--- config.mk ---
export PLATFORM = sky130hd
export DESIGN_NAME = threshold_crossing_unlock_fsm
export DESIGN_NICKNAME = d
export VERILOG_FILES = /design/src/hw/rtl/tcu_pkg.sv /design/src/hw/rtl/tcu_cfg.sv /design/src/hw/rtl/threshold_crossing_unlock_fsm.sv
export SDC_FILE = /design/constraint.sdc
export NUM_CORES = 1
export LEC_CHECK = 0
export BUFFER_PORTS_ARGS = -buffer_cell sky130_fd_sc_hd__buf_4
export CAP_MARGIN = 20
export CORE_UTILIZATION = 55
export CTS_BUF_LIST = sky130_fd_sc_hd__clkbuf_4
export DETAILED_ROUTE_END_ITERATION = 8
export PLACE_DENSITY = 0.76
export SLEW_MARGIN = 0
export SYNTH_ARGS = -nofsm -noshare
export SYNTH_HDL_FRONTEND = slang
export SYNTH_SLANG_ARGS = --single-unit
--- constraint.sdc ---
create_clock -name clk_i -period 10.35 [get_ports clk_i]
set_input_delay 2.07 -clock clk_i [delete_from_list [all_inputs] [get_ports clk_i]]
set_output_delay 2.07 -clock clk_i [all_outputs]
set_load 0.005 [all_outputs]
--- src/hw/rtl/tcu_pkg.sv ---
package tcu_pkg;

  localparam int unsigned CfgIdxW  = 3;
  localparam int unsigned CfgDataW = 32;

  // Configuration register indexes.
  localparam logic [CfgIdxW-1:0] RegHighThr   = 3'd0;
  localparam logic [CfgIdxW-1:0] RegLowThr    = 3'd1;
  localparam logic [CfgIdxW-1:0] RegPasses    = 3'd2;
  localparam logic [CfgIdxW-1:0] RegSeqTmo    = 3'd3;
  localparam logic [CfgIdxW-1:0] RegLockout   = 3'd4;
  localparam logic [CfgIdxW-1:0] RegDebounce  = 3'd5;

  // Reset values of the configuration registers.
  localparam logic [15:0] HighThrRst  = 16'd27853;
  localparam logic [15:0] LowThrRst   = 16'd26870;
  localparam logic [3:0]  PassesRst   = 4'd3;
  localparam logic [31:0] SeqTmoRst   = 32'd10000;
  localparam logic [31:0] LockoutRst  = 32'd5000;
  localparam logic [31:0] DebounceRst = 32'd100;

  // Item modes.
  localparam logic [1:0] ModeSample = 2'd0;
  localparam logic [1:0] ModeUnlock = 2'd1;
  localparam logic [1:0] ModeLock   = 2'd2;
  localparam logic [1:0] ModeReset  = 2'd3;

  // Result events.
  localparam logic [2:0] EvNone    = 3'd0;
  localparam logic [2:0] EvRise    = 3'd1;
  localparam logic [2:0] EvFall    = 3'd2;
  localparam logic [2:0] EvUnlock  = 3'd3;
  localparam logic [2:0] EvTimeout = 3'd4;
  localparam logic [2:0] EvLockEnd = 3'd5;

  typedef struct packed {
    logic [15:0] high_thr;
    logic [15:0] low_thr;
    logic [3:0]  passes;
    logic [31:0] seq_tmo_ms;
    logic [31:0] lockout_ms;
    logic [31:0] debounce_ms;
  } cfg_t;

endpackage

--- src/hw/rtl/tcu_cfg.sv ---
module tcu_cfg (
  input  logic                          clk_i,
  input  logic                          rst_ni,
  input  logic                          cfg_we_i,
  input  logic [tcu_pkg::CfgIdxW-1:0]   cfg_index_i,
  input  logic [tcu_pkg::CfgDataW-1:0]  cfg_wdata_i,
  output tcu_pkg::cfg_t                 cfg_o
);

  tcu_pkg::cfg_t cfg_q;

  // Writes keep only the low bits of each register; unknown indexes are dropped.
  always_ff @(posedge clk_i or negedge rst_ni) begin
    if (!rst_ni) begin
      cfg_q.high_thr    <= tcu_pkg::HighThrRst;
      cfg_q.low_thr     <= tcu_pkg::LowThrRst;
      cfg_q.passes      <= tcu_pkg::PassesRst;
      cfg_q.seq_tmo_ms  <= tcu_pkg::SeqTmoRst;
      cfg_q.lockout_ms  <= tcu_pkg::LockoutRst;
      cfg_q.debounce_ms <= tcu_pkg::DebounceRst;
    end else if (cfg_we_i) begin
      unique case (cfg_index_i)
        tcu_pkg::RegHighThr:  cfg_q.high_thr    <= cfg_wdata_i[15:0];
        tcu_pkg::RegLowThr:   cfg_q.low_thr     <= cfg_wdata_i[15:0];
        tcu_pkg::RegPasses:   cfg_q.passes      <= cfg_wdata_i[3:0];
        tcu_pkg::RegSeqTmo:   cfg_q.seq_tmo_ms  <= cfg_wdata_i[31:0];
        tcu_pkg::RegLockout:  cfg_q.lockout_ms  <= cfg_wdata_i[31:0];
        tcu_pkg::RegDebounce: cfg_q.debounce_ms <= cfg_wdata_i[31:0];
        default: ;
      endcase
    end
  end

  assign cfg_o = cfg_q;

endmodule

--- src/hw/rtl/threshold_crossing_unlock_fsm.sv ---
// Threshold crossing unlock machine. Every input beat gives exactly one result
// beat. A beat carries a mode (sample, force unlock, force lock, reset), a
// Q1.15 sample and a millisecond timestamp. Samples drive a seven-state
// machine: idle arms below the low threshold, armed and the crossing states
// count debounced rising crossings of the high threshold, the third crossing
// leads to unlock when the count meets the required pass count, an active
// sequence times out back to idle, and an unlocked machine drops to lockout
// when the sample falls 0.1 (3277 in Q1.15) below the low threshold; lockout
// ends lockout_ms after the unlock time. All time differences wrap modulo 2^32.
// Timing: a beat is taken into an input register, and once the result register
// is empty or being emptied one pass of compare and subtract logic updates the
// machine and fills the result register. One beat is accepted every cycle
// while the result side keeps taking beats. The configuration registers must
// only be written while no beat is in flight.
module threshold_crossing_unlock_fsm (
  input  logic                          clk_i,
  input  logic                          rst_ni,
  // Configuration write port.
  input  logic                          cfg_we_i,
  input  logic [tcu_pkg::CfgIdxW-1:0]   cfg_index_i,
  input  logic [tcu_pkg::CfgDataW-1:0]  cfg_wdata_i,
  // Input channel.
  input  logic                          in_valid_i,
  output logic                          in_ready_o,
  input  logic [1:0]                    mode_i,
  input  logic [15:0]                   sample_value_i,
  input  logic [31:0]                   now_ms_i,
  // Result channel.
  output logic                          out_valid_o,
  input  logic                          out_ready_i,
  output logic [2:0]                    event_res_o,
  output logic [2:0]                    machine_state_o,
  output logic [3:0]                    crossing_total_o,
  output logic                          unlock_granted_o,
  output logic [31:0]                   state_duration_ms_o,
  output logic [31:0]                   unlock_duration_ms_o
);

  typedef enum logic [2:0] {
    ST_IDLE     = 3'd0,
    ST_ARMED    = 3'd1,
    ST_CROSS1   = 3'd2,
    ST_CROSS2   = 3'd3,
    ST_CROSS3   = 3'd4,
    ST_UNLOCKED = 3'd5,
    ST_LOCKED   = 3'd6
  } state_e;

  // The 0.1 lockout margin in Q1.15.
  localparam logic [16:0] MarginQ15 = 17'd3277;

  tcu_pkg::cfg_t cfg;

  tcu_cfg u_cfg (
    .clk_i       (clk_i),
    .rst_ni      (rst_ni),
    .cfg_we_i    (cfg_we_i),
    .cfg_index_i (cfg_index_i),
    .cfg_wdata_i (cfg_wdata_i),
    .cfg_o       (cfg)
  );

  // Input register.
  logic        in_valid_q;
  logic [1:0]  mode_q;
  logic [15:0] sample_q;
  logic [31:0] now_q;

  // Machine state.
  state_e      state_q, state_d;
  logic [15:0] prev_sample_q, prev_sample_d;
  logic [31:0] last_edge_q, last_edge_d;
  logic [31:0] seq_start_q, seq_start_d;
  logic [31:0] unlock_time_q, unlock_time_d;
  logic [3:0]  count_q, count_d;
  logic        unlocked_q, unlocked_d;

  // Result register.
  logic        out_valid_q;
  logic [2:0]  event_q, event_d;
  logic [31:0] dur_q, dur_d;
  logic [31:0] unlock_dur_q, unlock_dur_d;

  logic in_accept;
  logic advance;

  // The pass fires when an item sits in the input register and the result
  // register is empty or being emptied in this cycle.
  assign advance    = in_valid_q && (!out_valid_q || out_ready_i);
  assign in_ready_o = !in_valid_q || advance;
  assign in_accept  = in_valid_i && in_ready_o;

  always_ff @(posedge clk_i) begin
    if (in_accept) begin
      mode_q   <= mode_i;
      sample_q <= sample_value_i;
      now_q    <= now_ms_i;
    end
  end

  // Shared terms of the step.
  logic [31:0] dur_pre;
  logic [31:0] since_edge;
  logic [31:0] since_unlock;
  logic        deb_ok;
  logic        seq_active;
  logic        timed_out;
  logic        lock_over;
  logic        below_low;
  logic        rise_lvl;
  logic        fall_lvl;
  logic        fall_hit;
  logic        rise_hit;
  logic        below_margin;

  assign dur_pre      = now_q - seq_start_q;
  assign since_edge   = now_q - last_edge_q;
  assign since_unlock = now_q - unlock_time_q;
  assign deb_ok       = since_edge >= cfg.debounce_ms;
  assign seq_active   = (state_q == ST_ARMED) || (state_q == ST_CROSS1) ||
                        (state_q == ST_CROSS2) || (state_q == ST_CROSS3);
  assign timed_out    = seq_active && (dur_pre > cfg.seq_tmo_ms);
  assign lock_over    = since_unlock > cfg.lockout_ms;
  assign below_low    = sample_q < cfg.low_thr;
  assign rise_lvl     = (prev_sample_q < cfg.high_thr) && (sample_q >= cfg.high_thr);
  assign fall_lvl     = (prev_sample_q >= cfg.low_thr) && below_low;
  assign fall_hit     = deb_ok && fall_lvl;
  // A falling edge in the same sample takes the debounce slot, so a rising
  // edge then passes only with a zero debounce.
  assign rise_hit     = (fall_hit ? (cfg.debounce_ms == '0) : deb_ok) && rise_lvl;
  // Signed compare v < low - margin, done without wrap as v + margin < low.
  assign below_margin = ({1'b0, sample_q} + MarginQ15) < {1'b0, cfg.low_thr};

  always_comb begin
    state_d       = state_q;
    prev_sample_d = prev_sample_q;
    last_edge_d   = last_edge_q;
    seq_start_d   = seq_start_q;
    unlock_time_d = unlock_time_q;
    count_d       = count_q;
    unlocked_d    = unlocked_q;
    event_d       = tcu_pkg::EvNone;

    unique case (mode_q)
      tcu_pkg::ModeSample: begin
        prev_sample_d = sample_q;
        if (timed_out) begin
          state_d     = ST_IDLE;
          count_d     = '0;
          seq_start_d = now_q;
          event_d     = tcu_pkg::EvTimeout;
        end else begin
          unique case (state_q)
            ST_IDLE: begin
              if (below_low) begin
                state_d     = ST_ARMED;
                count_d     = '0;
                seq_start_d = now_q;
              end
            end
            ST_ARMED: begin
              if (deb_ok && rise_lvl) begin
                state_d     = ST_CROSS1;
                last_edge_d = now_q;
                count_d     = 4'd1;
                seq_start_d = now_q;
                event_d     = tcu_pkg::EvRise;
              end
            end
            ST_CROSS1, ST_CROSS2: begin
              if (fall_hit || rise_hit) begin
                last_edge_d = now_q;
              end
              if (rise_hit) begin
                event_d = tcu_pkg::EvRise;
                if (state_q == ST_CROSS1) begin
                  state_d = ST_CROSS2;
                  count_d = 4'd2;
                end else begin
                  state_d = ST_CROSS3;
                  count_d = 4'd3;
                end
              end else if (fall_hit) begin
                event_d = tcu_pkg::EvFall;
              end
            end
            ST_CROSS3: begin
              if (count_q >= cfg.passes) begin
                state_d       = ST_UNLOCKED;
                unlocked_d    = 1'b1;
                unlock_time_d = now_q;
                event_d       = tcu_pkg::EvUnlock;
              end
            end
            ST_UNLOCKED: begin
              if (below_margin) begin
                state_d = ST_LOCKED;
              end
            end
            ST_LOCKED: begin
              if (lock_over) begin
                state_d     = ST_IDLE;
                unlocked_d  = 1'b0;
                count_d     = '0;
                seq_start_d = now_q;
                event_d     = tcu_pkg::EvLockEnd;
              end
            end
            default: ;
          endcase
        end
      end
      tcu_pkg::ModeUnlock: begin
        state_d       = ST_UNLOCKED;
        unlocked_d    = 1'b1;
        unlock_time_d = now_q;
        count_d       = cfg.passes;
        event_d       = tcu_pkg::EvUnlock;
      end
      tcu_pkg::ModeLock: begin
        state_d    = ST_LOCKED;
        unlocked_d = 1'b0;
      end
      tcu_pkg::ModeReset: begin
        state_d       = ST_IDLE;
        count_d       = '0;
        unlocked_d    = 1'b0;
        unlock_time_d = '0;
        seq_start_d   = now_q;
        prev_sample_d = '0;
        last_edge_d   = '0;
      end
      default: ;
    endcase

    // A sample reports against the sequence start it found; the other modes
    // report against the start left after the action.
    dur_d        = (mode_q == tcu_pkg::ModeSample) ? dur_pre : (now_q - seq_start_d);
    unlock_dur_d = unlocked_d ? (now_q - unlock_time_d) : '0;
  end

  always_ff @(posedge clk_i or negedge rst_ni) begin
    if (!rst_ni) begin
      in_valid_q    <= 1'b0;
      out_valid_q   <= 1'b0;
      state_q       <= ST_IDLE;
      prev_sample_q <= '0;
      last_edge_q   <= '0;
      seq_start_q   <= '0;
      unlock_time_q <= '0;
      count_q       <= '0;
      unlocked_q    <= 1'b0;
      event_q       <= tcu_pkg::EvNone;
      dur_q         <= '0;
      unlock_dur_q  <= '0;
    end else begin
      if (in_accept) begin
        in_valid_q <= 1'b1;
      end else if (advance) begin
        in_valid_q <= 1'b0;
      end
      if (advance) begin
        out_valid_q   <= 1'b1;
        state_q       <= state_d;
        prev_sample_q <= prev_sample_d;
        last_edge_q   <= last_edge_d;
        seq_start_q   <= seq_start_d;
        unlock_time_q <= unlock_time_d;
        count_q       <= count_d;
        unlocked_q    <= unlocked_d;
        event_q       <= event_d;
        dur_q         <= dur_d;
        unlock_dur_q  <= unlock_dur_d;
      end else if (out_ready_i) begin
        out_valid_q <= 1'b0;
      end
    end
  end

  // The result fields reflect the machine right after the item, which is
  // exactly what the state registers hold once the pass has run.
  assign out_valid_o          = out_valid_q;
  assign event_res_o          = event_q;
  assign machine_state_o      = state_q;
  assign crossing_total_o     = count_q;
  assign unlock_granted_o     = unlocked_q;
  assign state_duration_ms_o  = dur_q;
  assign unlock_duration_ms_o = unlock_dur_q;

`ifndef SYNTH
  a_stall_needs_result: assert property (@(posedge clk_i) disable iff (!rst_ni)
    !in_ready_o |-> (in_valid_q && out_valid_q && !out_ready_i))
    else $error("input stalled without a held result");

  a_unlocked_state_flag: assert property (@(posedge clk_i) disable iff (!rst_ni)
    (out_valid_o && (machine_state_o == ST_UNLOCKED)) |-> unlock_granted_o)
    else $error("unlocked state without the unlocked flag");

  a_idle_count_zero: assert property (@(posedge clk_i) disable iff (!rst_ni)
    (out_valid_o && ((machine_state_o == ST_IDLE) || (machine_state_o == ST_ARMED)))
      |-> (crossing_total_o == '0))
    else $error("crossing count not cleared in idle or armed");

  a_locked_dur_zero: assert property (@(posedge clk_i) disable iff (!rst_ni)
    (out_valid_o && !unlock_granted_o) |-> (unlock_duration_ms_o == '0))
    else $error("unlock duration reported while not unlocked");
`endif

endmodule

=== Yosys cells after proc, flatten, opt, wreduce, memory -nomap -nowiden ===
Cells that the tools add are included.

* $add $sub $neg: 6
* $lt $le $gt $ge: 9
* Equality and inequality tests: 26
* Mux-type cells: 54
* Reduce and logical (&&, ||, !) cells: 36

{| class="wikitable"
|+ Operators with widths
! operator !! count
|-
| two-way mux 32 bit || 12
|-
| case mux 32 bit (2 select lines) || 3
|-
| case mux 32 bit (3 select lines) || 2
|-
| subtractor 32 bit || 5
|-
| greater-than comparator 32 bit || 2
|-
| greater-or-equal comparator 16 bit || 2
|-
| greater-or-equal comparator 32 bit || 1
|-
| logical NOT 32 bit || 1
|-
| less-than comparator 16 bit || 2
|-
| case mux 16 bit (2 select lines) || 1
|-
| two-way mux 3 bit || 10
|-
| inequality test 4 bit, second input constant || 6
|-
| case mux 3 bit (4 select lines) || 2
|-
| two-way mux 4 bit || 5
|-
| case mux 3 bit (6 select lines) || 1
|-
| adder 16 x 12 -> 17 bit, second input constant || 1
|-
| less-than comparator 17 x 16 -> 1 bit || 1
|-
| case mux 4 bit (4 select lines) || 1
|-
| equality test 3 bit, second input constant || 5
|-
| AND reduction 2 bit || 7
|-
| equality test 3 x 2 -> 1 bit, second input constant || 4
|-
| case mux 4 bit (3 select lines) || 1
|-
| two-way mux 1 bit || 10
|-
| logical AND 1 bit || 8
|-
| other kinds (23) || 38
|}

* Register bits after elaboration: 371
* Bits of input ports: 90
* Output and inout bits: 77
* Logic and storage cells: 152

=== Longest topological paths before layout ===
Gate-level depths: netlist of run 1.

* Depth after elaboration: 10
* Depth in mapped cells: 39
* Mapped depth without buffers: 38

=== By module ===
A second synthesis of run 1 with hierarchy kept.

* Cells, all modules: 2887
* Area total of the unflattened synthesis: 27353.7 sq um

{| class="wikitable"
|+ By module, submodules not included
! module !! instances !! cells an instance !! area each (sq um) !! seq. area each (sq um)
|-
| threshold_crossing_unlock_fsm || 1 || 2603 || 22346.4 || 6231.0
|-
| tcu_cfg || 1 || 284 || 5007.3 || 3344.5
|}

=== Worst setup path before layout of run 1 ===
No wires, ideal clock.

* Path type: register to register
* From: reg now_q[1]
* To: reg dur_q[31], in the netlist state_duration_ms_o[31]
* Library setup time: 0.126 ns
* Arrival time: 8.235 ns
* Data required time: 10.224 ns
* Slack: 1.989 ns
* Cell stages (with the launch flop): 35
* Path buffers: 2
* Clock period less this slack: 8.361 ns
* Cells stage by stage: edfxtp_1 -> ha_1 -> nor2b_1 -> o21a_1 -> o21ai_0 -> a31o_2 -> o41ai_1 -> o21ai_0 -> o311ai_0 -> a21oi_1 -> o21ai_0 -> a21oi_1 -> xnor2_1 -> ha_1 -> nand4_1 -> or4_1 -> a211o_1 -> a41oi_1 -> nor2_2 -> o211a_1 -> a2111oi_2 -> buf_2 -> buf_2 -> a22oi_1 -> ha_1 -> a2111o_1 -> a31oi_1 -> o22ai_1 -> a21boi_2 -> a311oi_1 -> a221oi_1 -> o21ai_0 -> and3_1 -> mux2_1 -> a221o_1

* Longest elaborated chain between the ends: 9
* Elaborated cells on any way between the ends: 16
* Classes of those cells: add/sub: 4; order compare: 3; mux: 7; reduce/logical: 2

{| class="wikitable"
|+ RTL lines
! element !! line !! text
|-
| start: declaration || threshold_crossing_unlock_fsm.sv:67 || <nowiki>logic [31:0] now_q;</nowiki>
|-
| start signal: assignment || threshold_crossing_unlock_fsm.sv:97 || <nowiki>now_q <= now_ms_i;</nowiki>
|-
| subtractor 32 bit || threshold_crossing_unlock_fsm.sv:117 || <nowiki>assign since_edge = now_q - last_edge_q;</nowiki>
|-
| greater-or-equal comparator 32 bit || threshold_crossing_unlock_fsm.sv:119 || <nowiki>assign deb_ok = since_edge >= cfg.debounce_ms;</nowiki>
|-
| logical AND 1 bit || threshold_crossing_unlock_fsm.sv:162 || <nowiki>if (deb_ok && rise_lvl) begin</nowiki>
|-
| two-way mux 32 bit || threshold_crossing_unlock_fsm.sv:162 ||
|-
| case mux 32 bit (3 select lines) || threshold_crossing_unlock_fsm.sv:153 || <nowiki>unique case (state_q)</nowiki>
|-
| two-way mux 32 bit || threshold_crossing_unlock_fsm.sv:147 || <nowiki>if (timed_out) begin</nowiki>
|-
| case mux 32 bit (2 select lines) || threshold_crossing_unlock_fsm.sv:144 || <nowiki>unique case (mode_q)</nowiki>
|-
| subtractor 32 bit || threshold_crossing_unlock_fsm.sv:238 || <nowiki>dur_d = (mode_q == tcu_pkg::ModeSample) ? dur_pre : (now_q - seq_start_d);</nowiki>
|-
| two-way mux 32 bit * || threshold_crossing_unlock_fsm.sv:238 ||
|-
| end signal: assignment || threshold_crossing_unlock_fsm.sv:272 || <nowiki>dur_q <= dur_d;</nowiki>
|-
| end: declaration || threshold_crossing_unlock_fsm.sv:81 || <nowiki>logic [31:0] dur_q, dur_d;</nowiki>
|}

Mark *: on every way between the ends. The rest lies on a longest branch, timed or not.
A chain may end at the register's enable or synchronous reset.

=== Worst setup path after layout of run 1 ===
* From: reg now_q[0]
* To: reg dur_q[31], in the netlist state_duration_ms_o[31]

Same word-level chain as after synthesis.

==> results of run 1 <==
## flip-flops by register name, indices dropped and copies added, names as in the netlist, 32 cells and up
register / cells
unlock_time_q: 32
last_edge_q: 32
now_q: 32
seq_start_q: 32
state_duration_ms_o: 32
unlock_duration_ms_o: 32
u_cfg.cfg_o: 132
## cell usage after synthesis, types with 6 or more instances
master	number	area (sq um)
ha_1	338	4230
dfrtp_1	288	7210
inv_1	274	1030
o21ai_0	239	1200
nand2_1	236	886
a21oi_1	192	961
nor2_1	155	582
xnor2_1	99	867
a21o_1	89	668
nand3_1	85	425
clkbuf_1	74	278
a22o_1	71	622
mux2_2	70	788
a22oi_1	62	465
xor2_1	51	447
edfxtp_1	50	1500
nor3_1	40	200
o21a_1	34	255
dfstp_2	33	867
nand2b_1	31	194
nand4_1	31	194
a211oi_1	27	203
a31oi_1	26	163
nor2b_1	25	156
o21bai_1	20	150
o31ai_1	15	113
and3_1	14	87.6
o211ai_1	13	97.6
or3_1	13	81.3
nor4_1	12	75.1
and4_1	11	96.3
a2111oi_0	8	70.1
a211o_1	8	70.1
and2_1	8	50.1
buf_1	8	30.0
o2111ai_1	8	70.1
a41oi_1	6	52.6
or2_2	6	37.5
## routing by layer
metal / up-vias / GRT usage [%] / share of wire (%)
li1: 10939 / - / -
met1: 11223 / 41.4 / 43
met2: 825 / 51.7 / 47
met3: 216 / 4.51 / 5.8
met4: 0 / 16.5 / 4.7
met5: - / 0 / 0
## final timing paths
path | startpoint | to | cells after the start
hold / removal | state_duration_ms_o[7] | state_duration_ms_o[7] | 2
setup / recovery | now_q[0] | state_duration_ms_o[31] | 37
max in group asynchronous | rst_ni | u_cfg.cfg_o[128] | 2
min in group asynchronous | rst_ni | state_duration_ms_o[24] | 1
setup reg to reg | now_q[0] | state_duration_ms_o[31] | 37
hold reg to reg | state_duration_ms_o[7] | state_duration_ms_o[7] | 2
## cells by family after synthesis
| kind of cell | after synthesis |
|---|---|
| AOI/OAI and AO/OA | 891 |
| buffers and inverters | 362 |
| adders and majority gates | 343 |
| DFF | 371 |
| xor gates and xnor gates | 150 |
| and+or+nand+nor | 689 |
| muxes | 76 |
## layout make-up
class / count / area, sq um
sequential: 371 / 9580
multi-input combinational: 2149 / 15700
clock inverter: 31 / 229
fill: 4071 / 17600
timing repair buffer: 204 / 1580
antenna: 1 / 2.50
tap: 615 / 769
inverter: 275 / 1030
clock buffer: 153 / 1150
## metrics by stage
stage / area, sq um / power (mW)
after global routing: 30000 / 7.82
after CTS: 30000 / 7.25
after detailed placement: 28600 / 5.78
final: 30000 / 7.28
after floorplan: 26500 / 4.64
after global placement: 28600 / 5.64
## critical path: cells and delay by family (launching register included)
kind | cells | cell delay (ns)
AO/OA/AOI/OAI | 21 | 6.19
adder cells (fa/ha/maj) | 4 | 1.25
AND/OR/NAND/NOR | 6 | 0.67
buffers and inverters | 4 | 0.66
flip-flops | 1 | 0.44
multiplexers | 1 | 0.33
XOR/XNOR | 1 | 0.13
## power by group
part / internal [mW] / switching (mW)
Sequential: 1.84 / 0.278
Clock: 0.772 / 0.664
Combinational: 1.59 / 2.13
Total: 4.21 / 3.07
==> impl_metrics.py, run 1 <==
metrics = {
    "run_status": {
        "outcome": "completed",
    },
    "power": {
        "p_leak_nw": 13.9,
        "power_density_nw_per_um2": 242,
        "vdd_drop_max_mv": 0.154,
    },
    "finish": {
        "area_growth_pct": 13.1,
        "layout-drive-gt1-share_pct": 16.0,
        "nets": 3535,
        "layout_common_cells": "337 x ha_1, 288 x dfrtp_1, 274 x inv_1",
        "finalNonFillerCells": 3799,
        "final_util_pct": 63.0,
        "final_common_cell": "ha_1",
    },
    "detailed_routing": {
        "dr.pass1.iters": 6,
        "drt_wl_total_mm": 78.1,
        "route.vias.total": 23203,
        "drtAntennaViolNets": 0,
        "viasPerCell": 6.11,
        "drt-initial-drc-count": 1878,
        "wl_per_cell_microns": 20.6,
        "drc": 0,
    },
    "place": {
        "place_inst": 3612,
        "io_buffers": 166,
        "place_congestion": 0.956,
        "dp_slack_ns": 0.660,
        "dp_hpwl_mm": 59.2,
    },
    "timing": {
        "final-hold-violation-count": 0,
        "tns_ns": 0,
        "finalMaxSlewViolations": 0,
        "hold_ws_ns": 0.486,
        "layout_setup_ws_ns": 0.578,
        "rsz0062_at_grt": "false",
        "timing.final.crit_period_ns": 9.77,
        "skew_ns": 0.0643,
        "max_clock_freq_mhz": 102,
        "tightest_slew_ns": 1.02,
        "fin_crit_sh_pct": 94.4,
        "finalSetupViolCount": 0,
        "relSlewSlack_pct": 32.3,
    },
    "grt": {
        "gr-usage-all-layers_pct": 31.8,
        "grt_antenna_before_repair": 2,
        "overflow": 0,
        "grt_max_degree": 144,
        "grt_pass1_wl_mm": 123,
        "grt_pass1_vias": 22627,
    },
    "yosys": {
        "synth_top_family_by_area": "compound AO/OA/AOI/OAI gates",
        "yosys_warnings": 0,
        "synth_edf_count": 50,
        "syn_nets": 3315,
        "synthFlopType": "dfrtp_1",
        "synthAdderAreaFrac_pct": 16.3,
        "avgSynthCellArea_sq_um": 9.21,
        "synth_cell_type_count": 85,
        "yosys_register_bits": 371,
        "synth_compound_area_share_pct": 22.1,
        "syn-instance-count": 2882,
        "syn_area_sq_um": 26500,
        "muxShareOfSynthArea_pct": 3.20,
        "synth-xor-area-share_pct": 4.95,
        "async_flop_share_pct": 86.5,
        "yosys.area_share.simple_pct": 12.3,
        "seq_area_frac_synth_pct": 36.1,
    },
    "floorplanning": {
        "die_area_sq_um": 49200,
        "core-area_sq_um": 47600,
        "num_rows": 80,
        "fp.dieH_microns": 222,
        "io_pins": 167,
        "start_util_pct": 55.7,
        "chipWidth_microns": 222,
    },
    "cts": {
        "post_cts_buffers": 0,
        "cts_tree": "yes",
        "clockBufferDepth": 3,
        "cts_sinks": 371,
        "numCtsBuffers": 101,
        "ctsHoldBuffers": 0,
        "cts-root-buf": "clkbuf_4",
        "clk_pin_slew_ns": 0.07,
        "cts-resized-gates": 0,
        "clk_latency_ns": 0.91,
        "cts_htree_levels": 3,
    },
    "worst_setup_path": {
        "cp-end-kind": "flip-flop",
        "crit_type": "reg2reg",
        "cp_data_arrival_time_ns": 10.55,
        "reg2reg_setup_slack_ns": 0.58,
        "critPathRequiredTime_ns": 11.13,
        "slowest_stage": "a32oi_1",
        "timing.critical_path.mode_cell": "ha_1",
        "critPathMaxStageDelay_ns": 0.62,
        "start_kind": "flip-flop",
        "crit_path_max_fanout": 17,
    },
    "worst_hold_path": {
        "hold_path_class": "reg2reg",
    },
    "job": {
        "cap_violations": 0,
    },
}
Power figures use the tool's default switching activity.
==> inputs of run 2 (changes only) <==
--- a/config.mk
+++ b/config.mk
@@ -11,6 +11,7 @@
 export CTS_BUF_LIST = sky130_fd_sc_hd__clkbuf_4
 export DETAILED_ROUTE_END_ITERATION = 8
 export PLACE_DENSITY = 0.76
+export RECOVER_POWER = 25
 export SLEW_MARGIN = 0
 export SYNTH_ARGS = -nofsm -noshare
 export SYNTH_HDL_FRONTEND = slang
==> impl_metrics.py, run 2 (synthesis gave the netlist of run 1 again) <==
metrics = {
    "timing": {
        "tightest_slew_ns": 5.90,
        "final-hold-violation-count": 0,
        "tns_ns": 0,
        "relSlewSlack_pct": -293,
        "max_clock_freq_mhz": 103,
        "fin_crit_sh_pct": 93.8,
        "rsz0062_at_grt": "false",
        "timing.final.crit_period_ns": 9.71,
        "finalMaxSlewViolations": 202,
        "skew_ns": 0.0665,
        "finalSetupViolCount": 0,
        "hold_ws_ns": 0.484,
    },
    "place": {
        "place_inst": 3612,
        "place_congestion": 0.956,
        "dp_hpwl_mm": 59.2,
        "io_buffers": 166,
    },
    "finish": {
        "largest_reg_flops": 132,
        "final_common_cell": "ha_1",
        "nets": 3535,
        "final_util_pct": 62.9,
        "ff_latch_area_sq_um": 9580,
        "layout-drive-gt1-share_pct": 15.7,
        "multiInputGateArea_sq_um": 15700,
        "area_growth_pct": 12.9,
        "layout_common_cells": "337 x ha_1, 288 x dfrtp_1, 274 x inv_1",
        "finalNonFillerCells": 3799,
        "fillCellCount": 4084,
    },
    "job": {
        "cap_violations": 3,
    },
    "worst_setup_path": {
        "crit_type": "reg2reg",
        "rr_startpoint": "now_q[1]",
        "start_kind": "flip-flop",
        "timing.critical_path.mode_cell": "o21ai_0",
        "reg2reg_setup_slack_ns": 0.64,
        "r2r_end": "state_duration_ms_o[31]",
        "critPathMaxStageDelay_ns": 0.65,
        "cp_data_arrival_time_ns": 10.49,
        "crit_path_max_fanout": 17,
        "r2r_cells": 35,
        "cp-end-kind": "flip-flop",
        "critPathRequiredTime_ns": 11.13,
        "slowest_stage": "or4_1",
    },
    "grt": {
        "grt_max_degree": 144,
        "grt_pass1_vias": 22627,
        "overflow": 0,
        "grt_antenna_before_repair": 2,
        "grt_pass1_wl_mm": 123,
        "gr-usage-all-layers_pct": 31.8,
    },
    "cts": {
        "cts_tree": "yes",
        "clockBufferDepth": 3,
        "cts_htree_levels": 3,
        "cts-root-buf": "clkbuf_4",
        "numCtsBuffers": 101,
        "cts_sinks": 371,
        "clk_pin_slew_ns": 0.07,
        "clk_latency_ns": 0.91,
    },
    "detailed_routing": {
        "drtAntennaViolNets": 0,
        "viasPerCell": 6.11,
        "drc": 0,
        "drt-initial-drc-count": 1879,
        "route.vias.total": 23204,
        "drt_wl_total_mm": 78.2,
        "dr.pass1.iters": 6,
        "wl_per_cell_microns": 20.6,
    },
    "floorplanning": {
        "core-area_sq_um": 47600,
        "die_area_sq_um": 49200,
        "io_pins": 167,
        "fp.dieH_microns": 222,
        "num_rows": 80,
        "chipWidth_microns": 222,
        "start_util_pct": 55.7,
    },
    "power": {
        "combPwrFrac_pct": 51.1,
        "power_frac_seq_pct": 29.2,
        "power_density_nw_per_um2": 243,
        "p_total_mw": 7.28,
        "pwr-share-clk_pct": 19.7,
        "vdd_drop_max_mv": 0.153,
        "p_leak_nw": 13.8,
        "power_switching_share_pct": 42.2,
        "power.switching_mw": 3.07,
        "p_int_mw": 4.21,
    },
    "worst_hold_path": {
        "worstHoldEndpoint": "state_duration_ms_o[13]",
        "holdPathStages": 2,
        "min_from": "state_duration_ms_o[13]",
        "hold_path_class": "reg2reg",
    },
    "run_status": {
        "outcome": "finished, violations left",
        "violations": "capacitance limit, slew limit",
    },
}
[run 2: layout make-up]
type | count | share of cell area [%]
diodes | 1 | 0.00835
clock inverters | 31 | 0.764
multi-input cells | 2149 | 52.4
flip-flops and latches | 371 | 32.0
clock buffers | 153 | 3.83
inverters | 275 | 3.44
well taps | 615 | 2.57
repair buffers | 204 | 5.08
[run 2: metrics by stage]
stage	setup slack [ns]	instance area, sq um
finish	0.640	30000
global route	0.0312	30000
CTS	0.612	30000
detailed placement	0.660	28600
global placement	0.882	28600
floorplan	1.99	26500
[run 2: power by group through the flow]
stage / clock network (mW) / logic (mW) / registers [mW]
2_1_floorplan: 0 / 2.59 / 2.04
3_3_place_gp: 0 / 3.51 / 2.13
3_5_place_dp: 0 / 3.64 / 2.14
4_1_cts: 1.47 / 3.67 / 2.12
5_1_grt: 1.54 / 4.13 / 2.16
6_report: 1.44 / 3.72 / 2.12
[run 2: worst max path at each step]
stage                   from                  endpoint  slack, ns  cells after the start
finish              now_q[1]   state_duration_ms_o[31]       0.64                     35
global route        now_q[1]   state_duration_ms_o[31]       0.03                     35
CTS                 now_q[0]  unlock_duration_ms_o[31]       0.61                     33
detailed placement  now_q[0]   state_duration_ms_o[28]       0.66                     35
global placement    now_q[0]  unlock_duration_ms_o[31]       0.88                     33
floorplan           now_q[1]   state_duration_ms_o[31]       1.99                     34
[run 2: repair_timing]
action	CTS	global route
endpoints found under the setup margin	0	9
gates resized for setup	0	6
hold buffers	0	0
setup buffers	0	0
[run 2: worst max-delay path, delay by kind of cell (launching register included)]
kind                     cells  cell delay (ns)
AO/OA/AOI/OAI               20             5.00
AND/OR/NAND/NOR              8             1.99
adder cells (fa/ha/maj)      3             1.08
flip-flops                   1             0.57
buffers and inverters        2             0.53
multiplexers                 1             0.33
XOR/XNOR                     1             0.10
[run 2: metal layers]
metal | track usage (%) | vias to the layer above | part of all wire, %
li1 | - | 10943 | -
met1 | 41.4 | 11243 | 43
met2 | 51.7 | 804 | 47
met3 | 4.51 | 214 | 5.7
met4 | 16.5 | 0 | 4.7
met5 | 0 | - | 0
